`config.mk`:
```
export PLATFORM = sky130hd
export DESIGN_NAME = radix_suffix_number_parser_unit
export DESIGN_NICKNAME = d
export VERILOG_FILES = /design/src/hw/rtl/rsnp_pkg.sv /design/src/hw/rtl/rsnp_front.sv /design/src/hw/rtl/rsnp_queue.sv /design/src/hw/rtl/rsnp_back.sv /design/src/hw/rtl/radix_suffix_number_parser_unit.sv
export SDC_FILE = /design/constraint.sdc
export NUM_CORES = 1
export LEC_CHECK = 0
export BUFFER_PORTS_ARGS = -buffer_cell sky130_fd_sc_hd__buf_2
export CAP_MARGIN = 20
export CELL_PAD_IN_SITES_DETAIL_PLACEMENT = 1
export CELL_PAD_IN_SITES_GLOBAL_PLACEMENT = 2
export CORE_ASPECT_RATIO = 1.1
export CORE_MARGIN = 10
export CORE_UTILIZATION = 45
export CTS_CLUSTER_SIZE = 16
export DETAILED_ROUTE_END_ITERATION = 8
export GPL_ROUTABILITY_DRIVEN = 1
export GPL_TIMING_DRIVEN = 0
export PLACE_DENSITY_LB_ADDON = 0.1
export SETUP_SLACK_MARGIN = 0.5
export SYNTH_ARGS = -nofsm -noshare
export SYNTH_HDL_FRONTEND = slang
export SYNTH_SLANG_ARGS = --single-unit
```
`constraint.sdc`:
```
create_clock -name clk -period 14.7 [get_ports clk]
set_clock_uncertainty 0.05 [all_clocks]
set_input_delay 1.47 -clock clk [delete_from_list [all_inputs] [get_ports clk]]
set_output_delay 1.47 -clock clk [all_outputs]
set_load 0.05 [all_outputs]
```
`src/hw/rtl/rsnp_pkg.sv`:
```
package rsnp_pkg;

	// Width of the running accumulators; a value above it is an overflow.
	localparam int VALUE_BITS = 32;

	// Depth of the request queue between front and back.
	localparam int Q_DEPTH = 2;
	localparam int Q_PTR_W = (Q_DEPTH > 1) ? $clog2(Q_DEPTH) : 1;
	localparam int Q_CNT_W = $clog2(Q_DEPTH + 1);

	// Radix codes on the result.
	localparam logic [1:0] RADIX_BIN = 2'd0;
	localparam logic [1:0] RADIX_OCT = 2'd1;
	localparam logic [1:0] RADIX_DEC = 2'd2;
	localparam logic [1:0] RADIX_HEX = 2'd3;

	// Digit value of a character that is no digit at all.
	localparam logic [5:0] DIGIT_BAD = 6'h3F;
	localparam logic [5:0] DEC_BASE  = 6'd10;

	// Character codes.
	localparam logic [7:0] CH_0      = 8'h30;
	localparam logic [7:0] CH_9      = 8'h39;
	localparam logic [7:0] CH_A_UP   = 8'h41;
	localparam logic [7:0] CH_F_UP   = 8'h46;
	localparam logic [7:0] CH_Z_UP   = 8'h5A;
	localparam logic [7:0] CH_A_LO   = 8'h61;
	localparam logic [7:0] CH_F_LO   = 8'h66;
	localparam logic [7:0] CH_Z_LO   = 8'h7A;
	localparam logic [7:0] CH_DOLLAR = 8'h24;
	localparam logic [7:0] CH_B      = 8'h42;
	localparam logic [7:0] CH_D      = 8'h44;
	localparam logic [7:0] CH_H      = 8'h48;
	localparam logic [7:0] CH_O      = 8'h4F;
	localparam logic [7:0] CH_Q      = 8'h51;
	localparam logic [7:0] CASE_GAP  = 8'd32;
	localparam logic [7:0] LETTER_OFS = 8'd10;

	// Work the back end does for one queued request.
	typedef enum logic [1:0] {
		OP_START,
		OP_START_KEEP,
		OP_KEEP,
		OP_FINISH
	} op_t;

	// Suffix found on the terminating character.
	typedef enum logic [1:0] {
		SFX_NONE,
		SFX_OCT,
		SFX_HEX
	} sfx_t;

	typedef struct packed {
		op_t        op;
		sfx_t       sfx;
		logic [7:0] up;
		logic [5:0] digit;
	} q_entry_t;

	function automatic logic [7:0] fold_upper(input logic [7:0] c);
		logic [7:0] r;
		r = c;
		if (c inside {[CH_A_LO:CH_Z_LO]})
			r = c - CASE_GAP;
		return r;
	endfunction

	function automatic logic [5:0] decode_digit(input logic [7:0] c);
		logic [5:0] r;
		r = DIGIT_BAD;
		if (c inside {[CH_0:CH_9]})
			r = 6'(c - CH_0);
		else if (c inside {[CH_A_UP:CH_Z_UP]})
			r = 6'(c - CH_A_UP + LETTER_OFS);
		return r;
	endfunction

	function automatic logic is_hex_char(input logic [7:0] c);
		return (c inside {[CH_0:CH_9]}) || (c inside {[CH_A_UP:CH_F_UP]}) ||
			(c inside {[CH_A_LO:CH_F_LO]});
	endfunction

endpackage

```
`src/hw/rtl/rsnp_front.sv`:
```
module rsnp_front (
	input  logic               clk,
	input  logic               arst_n,
	input  logic               in_valid,
	output logic               in_ready,
	input  logic [7:0]         ch,
	input  logic               first,
	output logic               push,
	output rsnp_pkg::q_entry_t push_data,
	input  logic               full
);
	import rsnp_pkg::*;

	logic       active_q;
	logic       accept;
	logic       want;
	logic       cont;
	logic       dollar;
	logic [7:0] up;

	assign in_ready = !full;
	assign accept   = in_valid && !full;
	assign up       = fold_upper(ch);
	assign dollar   = (ch == CH_DOLLAR);
	assign cont     = is_hex_char(ch) || dollar;

	// Classify the character into a back-end request
	always_comb begin
		want            = 1'b0;
		push_data.op    = OP_KEEP;
		push_data.up    = up;
		push_data.digit = decode_digit(up);
		case (up)
			CH_O, CH_Q: push_data.sfx = SFX_OCT;
			CH_H:       push_data.sfx = SFX_HEX;
			default:    push_data.sfx = SFX_NONE;
		endcase
		if (first) begin
			want         = 1'b1;
			push_data.op = dollar ? OP_START : OP_START_KEEP;
		end else if (active_q) begin
			if (cont) begin
				want         = !dollar;
				push_data.op = OP_KEEP;
			end else begin
				want         = 1'b1;
				push_data.op = OP_FINISH;
			end
		end
	end

	assign push = accept && want;

	// Track whether a literal is open; drop stray characters otherwise
	always_ff @(posedge clk or negedge arst_n) begin
		if (!arst_n) begin
			active_q <= 1'b0;
		end else if (accept) begin
			if (first)
				active_q <= 1'b1;
			else if (!cont)
				active_q <= 1'b0;
		end
	end

endmodule

```
`src/hw/rtl/rsnp_queue.sv`:
```
module rsnp_queue (
	input  logic               clk,
	input  logic               arst_n,
	input  logic               push,
	input  rsnp_pkg::q_entry_t push_data,
	output logic               full,
	output logic               q_valid,
	output rsnp_pkg::q_entry_t q_data,
	input  logic               pop
);
	import rsnp_pkg::*;

	q_entry_t             mem_q [Q_DEPTH];
	logic [Q_PTR_W-1:0]   wr_q;
	logic [Q_PTR_W-1:0]   rd_q;
	logic [Q_CNT_W-1:0]   cnt_q;

	assign full    = (cnt_q == Q_CNT_W'(Q_DEPTH));
	assign q_valid = (cnt_q != '0);
	assign q_data  = mem_q[rd_q];

	// Store requests
	always_ff @(posedge clk) begin
		if (push)
			mem_q[wr_q] <= push_data;
	end

	// Advance pointers and occupancy
	always_ff @(posedge clk or negedge arst_n) begin
		if (!arst_n) begin
			wr_q  <= '0;
			rd_q  <= '0;
			cnt_q <= '0;
		end else begin
			if (push)
				wr_q <= (wr_q == Q_PTR_W'(Q_DEPTH - 1)) ? '0 : wr_q + 1'b1;
			if (pop)
				rd_q <= (rd_q == Q_PTR_W'(Q_DEPTH - 1)) ? '0 : rd_q + 1'b1;
			if (push && !pop)
				cnt_q <= cnt_q + 1'b1;
			else if (pop && !push)
				cnt_q <= cnt_q - 1'b1;
		end
	end

endmodule

```
`src/hw/rtl/rsnp_back.sv`:
```
module rsnp_back (
	input  logic               clk,
	input  logic               arst_n,
	input  logic               q_valid,
	input  rsnp_pkg::q_entry_t q_data,
	output logic               pop,
	output logic               out_valid,
	input  logic               out_ready,
	output logic [31:0]        value,
	output logic               error,
	output logic               suffix_taken,
	output logic [1:0]         radix_used
);
	import rsnp_pkg::*;

	localparam int VB = VALUE_BITS;

	logic [VB-1:0] bin_q, oct_q, dec_q, hex_q, binb_q, decb_q;
	logic [5:0]    bad_q;
	logic [7:0]    last_q;
	logic          nz_q;

	logic [VB-1:0] base_bin, base_oct, base_dec, base_hex, base_binb, base_decb;
	logic [5:0]    base_bad;
	logic [7:0]    base_last;
	logic          base_nz;

	logic [VB-1:0] nxt_bin, nxt_oct, nxt_dec, nxt_hex, nxt_binb, nxt_decb;
	logic [5:0]    nxt_bad;
	logic [7:0]    nxt_last;
	logic          nxt_nz;

	logic [VB+3:0] dec_wide;
	logic [VB+3:0] dec_prod;
	logic [5:0]    d;
	logic          clr;
	logic          keep;
	logic          fin;

	logic [VB-1:0] sel_val;
	logic          sel_bad;
	logic          sel_sfx;
	logic [1:0]    sel_radix;
	logic [63:0]   sel_wide;

	logic          out_valid_q;
	logic [31:0]   value_q;
	logic          error_q;
	logic          suffix_q;
	logic [1:0]    radix_q;

	assign d    = q_data.digit;
	assign clr  = (q_data.op == OP_START) || (q_data.op == OP_START_KEEP);
	assign keep = (q_data.op == OP_START_KEEP) || (q_data.op == OP_KEEP);
	assign fin  = (q_data.op == OP_FINISH);
	assign pop  = q_valid && (!fin || !out_valid_q || out_ready);

	// Start from a cleared literal or from the running state
	always_comb begin
		base_bin  = clr ? '0 : bin_q;
		base_oct  = clr ? '0 : oct_q;
		base_dec  = clr ? '0 : dec_q;
		base_hex  = clr ? '0 : hex_q;
		base_binb = clr ? '0 : binb_q;
		base_decb = clr ? '0 : decb_q;
		base_bad  = clr ? '0 : bad_q;
		base_last = clr ? '0 : last_q;
		base_nz   = clr ? 1'b0 : nz_q;
	end

	// Times ten as two shifts and one add, with four guard bits for overflow
	assign dec_wide = (VB+4)'(base_dec);
	assign dec_prod = (dec_wide << 3) + (dec_wide << 1) + (VB+4)'(d);

	// Fold one digit into all four accumulators
	always_comb begin
		nxt_bin  = base_bin;
		nxt_oct  = base_oct;
		nxt_dec  = base_dec;
		nxt_hex  = base_hex;
		nxt_binb = base_binb;
		nxt_decb = base_decb;
		nxt_bad  = base_bad;
		nxt_last = base_last;
		nxt_nz   = base_nz;
		if (keep) begin
			nxt_binb   = base_bin;
			nxt_decb   = base_dec;
			nxt_bad[4] = base_bad[0];
			nxt_bad[5] = base_bad[2];
			nxt_last   = q_data.up;
			nxt_nz     = 1'b1;
			if (!base_bad[0]) begin
				if (d[5:1] != '0 || base_bin[VB-1])
					nxt_bad[0] = 1'b1;
				else
					nxt_bin = {base_bin[VB-2:0], d[0]};
			end
			if (!base_bad[1]) begin
				if (d[5:3] != '0 || base_oct[VB-1 -: 3] != '0)
					nxt_bad[1] = 1'b1;
				else
					nxt_oct = {base_oct[VB-4:0], d[2:0]};
			end
			if (!base_bad[2]) begin
				if (d >= DEC_BASE || dec_prod[VB+3 -: 4] != '0)
					nxt_bad[2] = 1'b1;
				else
					nxt_dec = dec_prod[VB-1:0];
			end
			if (!base_bad[3]) begin
				if (d[5:4] != '0 || base_hex[VB-1 -: 4] != '0)
					nxt_bad[3] = 1'b1;
				else
					nxt_hex = {base_hex[VB-5:0], d[3:0]};
			end
		end
	end

	// Pick the radix for a finished literal
	always_comb begin
		sel_sfx = 1'b0;
		if (q_data.sfx == SFX_OCT) begin
			sel_sfx   = 1'b1;
			sel_radix = RADIX_OCT;
			sel_val   = oct_q;
			sel_bad   = bad_q[1];
		end else if (q_data.sfx == SFX_HEX) begin
			sel_sfx   = 1'b1;
			sel_radix = RADIX_HEX;
			sel_val   = hex_q;
			sel_bad   = bad_q[3];
		end else if (nz_q && last_q == CH_B) begin
			sel_radix = RADIX_BIN;
			sel_val   = binb_q;
			sel_bad   = bad_q[4];
		end else if (nz_q && last_q == CH_D) begin
			sel_radix = RADIX_DEC;
			sel_val   = decb_q;
			sel_bad   = bad_q[5];
		end else begin
			sel_radix = RADIX_DEC;
			sel_val   = dec_q;
			sel_bad   = bad_q[2];
		end
	end

	assign sel_wide = 64'(sel_val);

	// Update literal state
	always_ff @(posedge clk or negedge arst_n) begin
		if (!arst_n) begin
			bin_q  <= '0;
			oct_q  <= '0;
			dec_q  <= '0;
			hex_q  <= '0;
			binb_q <= '0;
			decb_q <= '0;
			bad_q  <= '0;
			last_q <= '0;
			nz_q   <= 1'b0;
		end else if (pop && !fin) begin
			bin_q  <= nxt_bin;
			oct_q  <= nxt_oct;
			dec_q  <= nxt_dec;
			hex_q  <= nxt_hex;
			binb_q <= nxt_binb;
			decb_q <= nxt_decb;
			bad_q  <= nxt_bad;
			last_q <= nxt_last;
			nz_q   <= nxt_nz;
		end
	end

	// Hold the result until the receiver takes it
	always_ff @(posedge clk or negedge arst_n) begin
		if (!arst_n) begin
			out_valid_q <= 1'b0;
		end else if (pop && fin) begin
			out_valid_q <= 1'b1;
		end else if (out_ready) begin
			out_valid_q <= 1'b0;
		end
	end

	always_ff @(posedge clk) begin
		if (pop && fin) begin
			value_q  <= sel_bad ? '0 : sel_wide[31:0];
			error_q  <= sel_bad;
			suffix_q <= sel_sfx;
			radix_q  <= sel_radix;
		end
	end

	assign out_valid    = out_valid_q;
	assign value        = value_q;
	assign error        = error_q;
	assign suffix_taken = suffix_q;
	assign radix_used   = radix_q;

endmodule

```
`src/hw/rtl/radix_suffix_number_parser_unit.sv`:
```
// Number literal parser with radix suffixes.
// Input channel (in_valid/in_ready, ch, first): one character per request.
// first marks the opening character of a literal; a new first drops any
// unfinished literal. Hex digits and '$' continue a literal ('$' is skipped);
// any other character ends it and yields one result request on the output
// channel (out_valid/out_ready, value, error, suffix_taken, radix_used).
// Characters with first low outside a literal are taken and dropped.
// Throughput: one character per cycle while the queue is not full; in_ready
// follows only the fill level of the two-entry request queue, so a stalled
// receiver stops the input once the output register and the queue are full.
// A terminating character goes into the request queue; the back end pops it
// once the output register is free and registers the result there.
// Reset clears the open-literal flag, the queue and the output valid flag;
// no result is pending after reset.
module radix_suffix_number_parser_unit (
	input  logic        clk,
	input  logic        arst_n,
	input  logic        in_valid,
	output logic        in_ready,
	input  logic [7:0]  ch,
	input  logic        first,
	output logic        out_valid,
	input  logic        out_ready,
	output logic [31:0] value,
	output logic        error,
	output logic        suffix_taken,
	output logic [1:0]  radix_used
);
	import rsnp_pkg::*;

	logic     push;
	logic     full;
	logic     q_valid;
	logic     pop;
	q_entry_t push_data;
	q_entry_t q_data;

	rsnp_front u_front (
		.clk       (clk),
		.arst_n    (arst_n),
		.in_valid  (in_valid),
		.in_ready  (in_ready),
		.ch        (ch),
		.first     (first),
		.push      (push),
		.push_data (push_data),
		.full      (full)
	);

	rsnp_queue u_queue (
		.clk       (clk),
		.arst_n    (arst_n),
		.push      (push),
		.push_data (push_data),
		.full      (full),
		.q_valid   (q_valid),
		.q_data    (q_data),
		.pop       (pop)
	);

	rsnp_back u_back (
		.clk          (clk),
		.arst_n       (arst_n),
		.q_valid      (q_valid),
		.q_data       (q_data),
		.pop          (pop),
		.out_valid    (out_valid),
		.out_ready    (out_ready),
		.value        (value),
		.error        (error),
		.suffix_taken (suffix_taken),
		.radix_used   (radix_used)
	);

endmodule

```
== After elaboration in Yosys (flattened, before gate mapping) ==
Memory sizes are Yosys's and may differ from the RTL's.
Index checks and enable logic that the tools add are counted.
Widths: inputs -> output; s select.

* Input bits: 13
* Memory bits (writable): 36
* Flip-flop bits (word level): 249
* Bits in read-only memories: 0
* Output and inout bits: 38
* Memories kept: 1
* Word-level logic and storage cells: 168
* Bits in latches: 0

{| class="wikitable"
|+ Memories
! memory !! depth !! bits a word !! read ports !! clocked after memory_dff !! wr ports !! line !! source
|-
| u_queue.mem_q || 2 || 18 || 1 || 0 || 1 || rsnp_queue.sv:13 || <nowiki>q_entry_t mem_q [Q_DEPTH];</nowiki>
|}

* Magnitude comparators: 12
* $mul: 0
* Div/mod/pow operators: 0
* Equal/unequal tests: 13
* $add $sub $neg: 10
* Muxes and demuxes: 65
* Shifts and indexed selects: 0
* Reduce and logical (&&, ||, !) cells: 47
* Bitwise gates (word level): 0

{| class="wikitable"
|+ Operators by type and width
! kind !! number
|-
| $mux 32 || 23
|-
| $eq 8x7->1 const B || 5
|-
| $add 35x33->36 || 1
|-
| $add 36x6->36 || 1
|-
| $le 8x7->1 const B || 4
|-
| $mux 1 || 28
|-
| $ge 8x7->1 const B || 3
|-
| $mux 6 || 4
|-
| $mux 8 || 3
|-
| $ge 8x6->1 const B || 2
|-
| $le 8x6->1 const B || 2
|-
| $logic_and 1x1->1 || 15
|-
| $mux 2 || 6
|-
| $logic_or 1x1->1 || 11
|-
| $reduce_bool 2->1 || 5
|-
| $eq 2x2->1 const B || 4
|-
| $eq 8x6->1 const B || 1
|-
| $reduce_bool 4->1 || 2
|-
| $sub 8x6->8 const B || 1
|-
| $add 6x4->6 const B || 1
|-
| $ge 6x4->1 const B || 1
|-
| $logic_not 1->1 || 6
|-
| $reduce_bool 3->1 || 2
|-
| $sub 6x1->6 const B || 1
|-
| 11 further kinds || 15
|}

== Depth between registers and ports, before layout ==
* Word-level depth: 13
* Depth in mapped cells: 21
* Mapped depth without buffers: 16

== Modules after synthesis ==
From an unflattened synthesis, not the netlist that was laid out.

* Cells, all modules: 1389
* Area total of the unflattened synthesis: 15014.4 µm²

{| class="wikitable"
|+ Modules (own cells, without submodules)
! module !! cells each !! area each (µm²) !! instances !! sequential area each (µm²)
|-
| rsnp_back || 1214 || 12695.9 || 1 || 6286.0
|-
| rsnp_queue || 72 || 1537.7 || 1 || 1181.1
|-
| rsnp_front || 103 || 780.7 || 1 || 25.0
|}

== Worst setup path before layout ==
Ideal clock, no wire load.

* Path kind: register to register
* Start point: register u_queue.rd_q
* End point: register u_back.dec_q[0]
* Arrival time: 4.535 ns
* Cell stages (with the launch flop): 18
* Clock period less this slack: 4.707 ns
* Path buffers: 4
* Required time: 14.528 ns
* Library setup time: 0.122 ns
* Setup slack: 9.993 ns
* Cell sequence: dfrtp_1 > buf_2 > buf_1 > clkbuf_1 > mux2i_1 > fa_1 > inv_1 > ha_1 > a21o_1 > a21oi_1 > a2111oi_0 > or3_4 > a2111oi_4 > a31oi_2 > a211oi_4 > nand3_4 > buf_6 > a32o_1

* Longest elaborated chain between the ends: 11
* Elaborated cells on any way between the ends: 22
* Classes of those cells: 2 x add/sub; 1 x order compare; 3 x eq/ne; 5 x mux; 10 x reduce/logical; 1 x memory

{| class="wikitable"
|+ RTL lines
! what !! line !! source
|-
| start: declaration || rsnp_queue.sv:15 || <nowiki>logic [Q_PTR_W-1:0] rd_q;</nowiki>
|-
| start signal: assignment || rsnp_queue.sv:38 || <nowiki>rd_q <= (rd_q == Q_PTR_W'(Q_DEPTH - 1)) ? '0 : rd_q + 1'b1;</nowiki>
|-
| $mem_v2 2x18 * || -- ||
|-
| $eq 2x1->1 / $logic_not 2->1 (equally long branches) || rsnp_back.sv:53, rsnp_back.sv:54 ||
|-
| $logic_or 1x1->1 || rsnp_back.sv:53 || <nowiki>assign clr = (q_data.op == OP_START) || (q_data.op == OP_START_KEEP);</nowiki>
|-
| $mux 32 || rsnp_back.sv:62 || <nowiki>base_dec = clr ? '0 : dec_q;</nowiki>
|-
| $add 35x33->36 || rsnp_back.sv:73 || <nowiki>assign dec_prod = (dec_wide << 3) + (dec_wide << 1) + (VB+4)'(d);</nowiki>
|-
| $add 36x6->36 || rsnp_back.sv:73 ||
|-
| $reduce_bool 4->1 || rsnp_back.sv:106 || <nowiki>if (d >= DEC_BASE || dec_prod[VB+3 -: 4] != '0)</nowiki>
|-
| $logic_or 1x1->1 || rsnp_back.sv:106 ||
|-
| $mux 32 || rsnp_back.sv:106 ||
|-
| $mux 32 || rsnp_back.sv:105 || <nowiki>if (!base_bad[2]) begin</nowiki>
|-
| $mux 32 || rsnp_back.sv:86 || <nowiki>if (keep) begin</nowiki>
|-
| end signal: assignment || rsnp_back.sv:165 || <nowiki>dec_q <= nxt_dec;</nowiki>
|-
| end: declaration || rsnp_back.sv:18 || <nowiki>logic [VB-1:0] bin_q, oct_q, dec_q, hex_q, binb_q, decb_q;</nowiki>
|}

Every way passes the cells marked *; elsewhere a longest branch is shown, timed or not. The select of a mux whose other input is x is not followed.
A chain may end at the register's enable or synchronous reset.

== Worst setup path after layout ==
* Start point: register u_queue.rd_q
* End point: register u_back.dec_q[27]

The elaborated chain is that of the path after synthesis.

==> impl_metrics.yaml <==
place:
  routabilityCongestion: 0.850
  dp_slack_ns: 8.17
  placed_cells: 1899
  placed_cell_area_mm2: 0.0158
  hpwl_mm: 33.6
  port_buffers: 50
yosys:
  synth.yosys.warnings: 0
  synth-seq-area-share_pct: 50.1
  synth_cell_type_count: 72
  ys_seq_elements: 285
  synth_area_mm2: 0.0149
  synthArstFlopShare_pct: 74.7
  synthCells: 1420
  ys.flop_type: "dfrtp_1"
  syn_area_per_cell_um2: 10.5
  syn-num-nets: 1514
  synth_edf_count: 72
floorplanning:
  rows: 69
  fp.dieH_um: 211
  core_region_area_mm2: 0.0325
  dieArea_mm2: 0.0409
  start_util_pct: 45.9
  fp.dieW_um: 194
  ios: 51
routing:
  route.met2.wl_mm: 21.7
  wl_met1_mm: 21.0
  vias: 11500
  drtIter0Drc: 703
  routed-wl-met3_mm: 1.32
  topRoutingLayerUsed: "met4"
  avgViaCountPerCell: 5.90
  postRouteAntennaNets: 0
  drc: 0
  wl_mm: 44.9
  dr.pass1.iters: 5
  wl_per_cell_um: 22.9
timing:
  worst_slew_margin_rel_pct: 22.5
  setup_viol: 0
  worst_pin_slew_ns: 1.15
  fin_tns_setup_ns: 0
  finalHoldViolCount: 0
  post-route-period-util_pct: 45.0
  setup_slack_ns: 8.08
  hold_slack_ns: 0.432
  rsz0062_at_grt: "false"
  finalMaxSlewViolations: 0
  max_freq_mhz: 151
  final.min_clock_period_ns: 6.62
power_and_ir_drop:
  p_clk_share_pct: 29.1
  sw_frac_of_total_pct: 41.1
  peakVddDrop_uv: 104
  p_int_mw: 1.57
  p_switching_mw: 1.10
  powerDensity_mw_per_mm2: 159
  leakagePower_nw: 7.64
  total_power_mw: 2.67
  power_frac_seq_pct: 36.3
  p_comb_share_pct: 34.5
setup_path:
  path_buf_inv: 5
  crit_fanout: 10
  cp_slowest_cell: "clkbuf_1"
  slowest_delay_ns: 0.57
  cp_top_family: "compound AO/OA/AOI/OAI gates"
  path_class: "flip-flop to flip-flop"
  arrival_ns: 7.02
  required_ns: 15.10
  crit_chain: "buf_2 -> mux2i_2 -> inv_2 -> clkbuf_1 -> clkbuf_1 -> nand2_1 -> xor2_1 -> ha_1 -> fa_1 -> a211oi_1 -> o21ai_0 -> o2111ai_1 -> nand2_1 -> a41oi_1 -> xnor2_1 -> a211oi_4 -> nand3_4 -> buf_6 -> a32o_1"
  start_kind: "flip-flop"
  endpoint_kind: "flip-flop"
cells_and_area:
  final_cell_area_mm2: 0.0168
  nFillCells: 3607
  finish.utilization_pct: 51.7
  multi_input_area_mm2: 0.00697
  drive_above_1_share_pct: 8.89
  area_growth_pct: 12.5
  num_antenna_cells: 0
  final_cell_mix: "dfrtp_1, nand2_1, a22o_1"
  num-nets-final: 1600
  seq_area_mm2: 0.00749
  mostFrequentLayoutCell: "dfrtp_1"
  stdcell_count: 1956
global_routing:
  grt_pass1_wl_mm: 71.6
  track_usage_pct: 21.6
  grt_max_degree: 90
  gr-total-overflow: 0
  antenna_found_initial: 0
  grt_pass1_vias: 12300
flow_run:
  cap_violations: 0
min_path:
  hold_class: "flip-flop to flip-flop"
clock_network:
  cts_max_level: 1
  tritoncts: "yes"
  clockRootBuffer: "clkbuf_16"
  numCtsBuffers: 31
  clk_pin_slew_ns: 0.06
  insertion_delay_ns: 0.58
  cts.sinks: 285
  hold_buffers: 0
  clockBufferDepth: 3
  cts_setup_buffers: 0
  cts_resized: 0
status:
  status: "complete, no violations"
-- area by class of cell --
cell class | instances | share of cell area, %
buffer | 91 | 2.18
clock buffer | 43 | 5.06
clock inverter | 14 | 0.885
inverter | 35 | 0.781
multi-input combinational | 1009 | 41.4
sequential | 285 | 44.6
tap | 426 | 3.17
timing repair buffer | 53 | 1.94
-- cells by family (layout without fill, tap and decap cells) --
| group | count (synthesis) | count (layout) | synth area share [%] |
|---|---|---|---|
| AO/OA/AOI/OAI | 466 | 466 | 22.4 |
| XOR/XNOR | 35 | 35 | 2.05 |
| adder cells (fa/ha/maj) | 81 | 81 | 6.93 |
| buffers and inverters | 126 | 236 | 3.33 |
| flip-flops | 285 | 285 | 50.1 |
| multiplexers | 59 | 59 | 4.07 |
| AND/OR/NAND/NOR | 368 | 368 | 11.1 |
-- per-layer routing --
metal	vias to the layer above	track usage (%)
met2	171	36.4
met3	41	2.21
met5	-	0
met4	0	5.19
met1	5905	29.4
li1	5423	-
-- power groups by stage --
stage	combinational, mW	sequential (mW)	clock [mW]
2_1_floorplan	0.496	1.09	0
3_3_place_gp	0.898	0.980	0
3_5_place_dp	0.921	0.984	0
4_1_cts	0.930	0.970	0.788
5_1_grt	1.00	0.980	0.823
6_report	0.922	0.970	0.777
-- synth_stat cells, types with 5 or more instances --
library cell / instances / area share [%]
dfrtp_1: 213 / 36
nand2_1: 145 / 3.6
a22o_1: 133 / 7.8
a21oi_1: 122 / 4.1
nor2_1: 116 / 2.9
clkbuf_1: 81 / 2.0
ha_1: 78 / 6.5
o21ai_0: 75 / 2.5
edfxtp_1: 72 / 14
mux2i_1: 47 / 3.1
a211o_1: 36 / 2.1
inv_1: 33 / 0.83
and2_1: 29 / 1.2
xnor2_1: 24 / 1.4
a32o_1: 21 / 1.4
nand3_1: 14 / 0.47
nor3_1: 14 / 0.47
a21o_1: 13 / 0.65
mux2_2: 11 / 0.83
nand4_1: 11 / 0.46
xor2_1: 11 / 0.64
a211oi_1: 9 / 0.45
nand2b_1: 7 / 0.29
o311ai_0: 7 / 0.41
nor3b_1: 6 / 0.30
o211ai_1: 6 / 0.30
nor4_1: 5 / 0.21
o21bai_1: 5 / 0.25
-- worst register-to-register path, delay by kind of cell (launching register included) --
| kind | cells | cell delay [ns] |
|---|---|---|
| AOI/OAI and AO/OA | 6 | 2.06 |
| buffers and inverters | 5 | 1.68 |
| adders and majority gates | 2 | 0.86 |
| and+or+nand+nor | 3 | 0.76 |
| xor gates and xnor gates | 2 | 0.42 |
| DFF | 1 | 0.37 |
| muxes | 1 | 0.30 |
-- registers in the layout, summed over array words and instances (netlist names), 2 cells and up --
register / cells
u_back.dec_q: 32
u_back.value: 32
u_back.bad_q: 6
u_back.hex_q: 32
u_back.bin_q: 32
u_queue.cnt_q: 2
u_back.binb_q: 32
u_back.oct_q: 32
u_back.decb_q: 32
u_queue.mem_q: 36
u_back.radix_used: 2
u_back.last_q: 8
-- path summary, 6_finish.rpt --
path	start	end	slack, ns	cells after the start
max	u_queue.rd_q	u_back.dec_q[27]	8.08	19
min	u_back.decb_q[9]	u_back.decb_q[9]	0.43	2
max reg2reg	u_queue.rd_q	u_back.dec_q[27]	8.08	19
min reg2reg	u_back.decb_q[9]	u_back.decb_q[9]	0.43	2
max in group asynchronous	arst_n	u_back.last_q[2]	13.08	2
min in group asynchronous	arst_n	u_back.binb_q[23]	0.75	1
(Power assumes the default switching activity.)
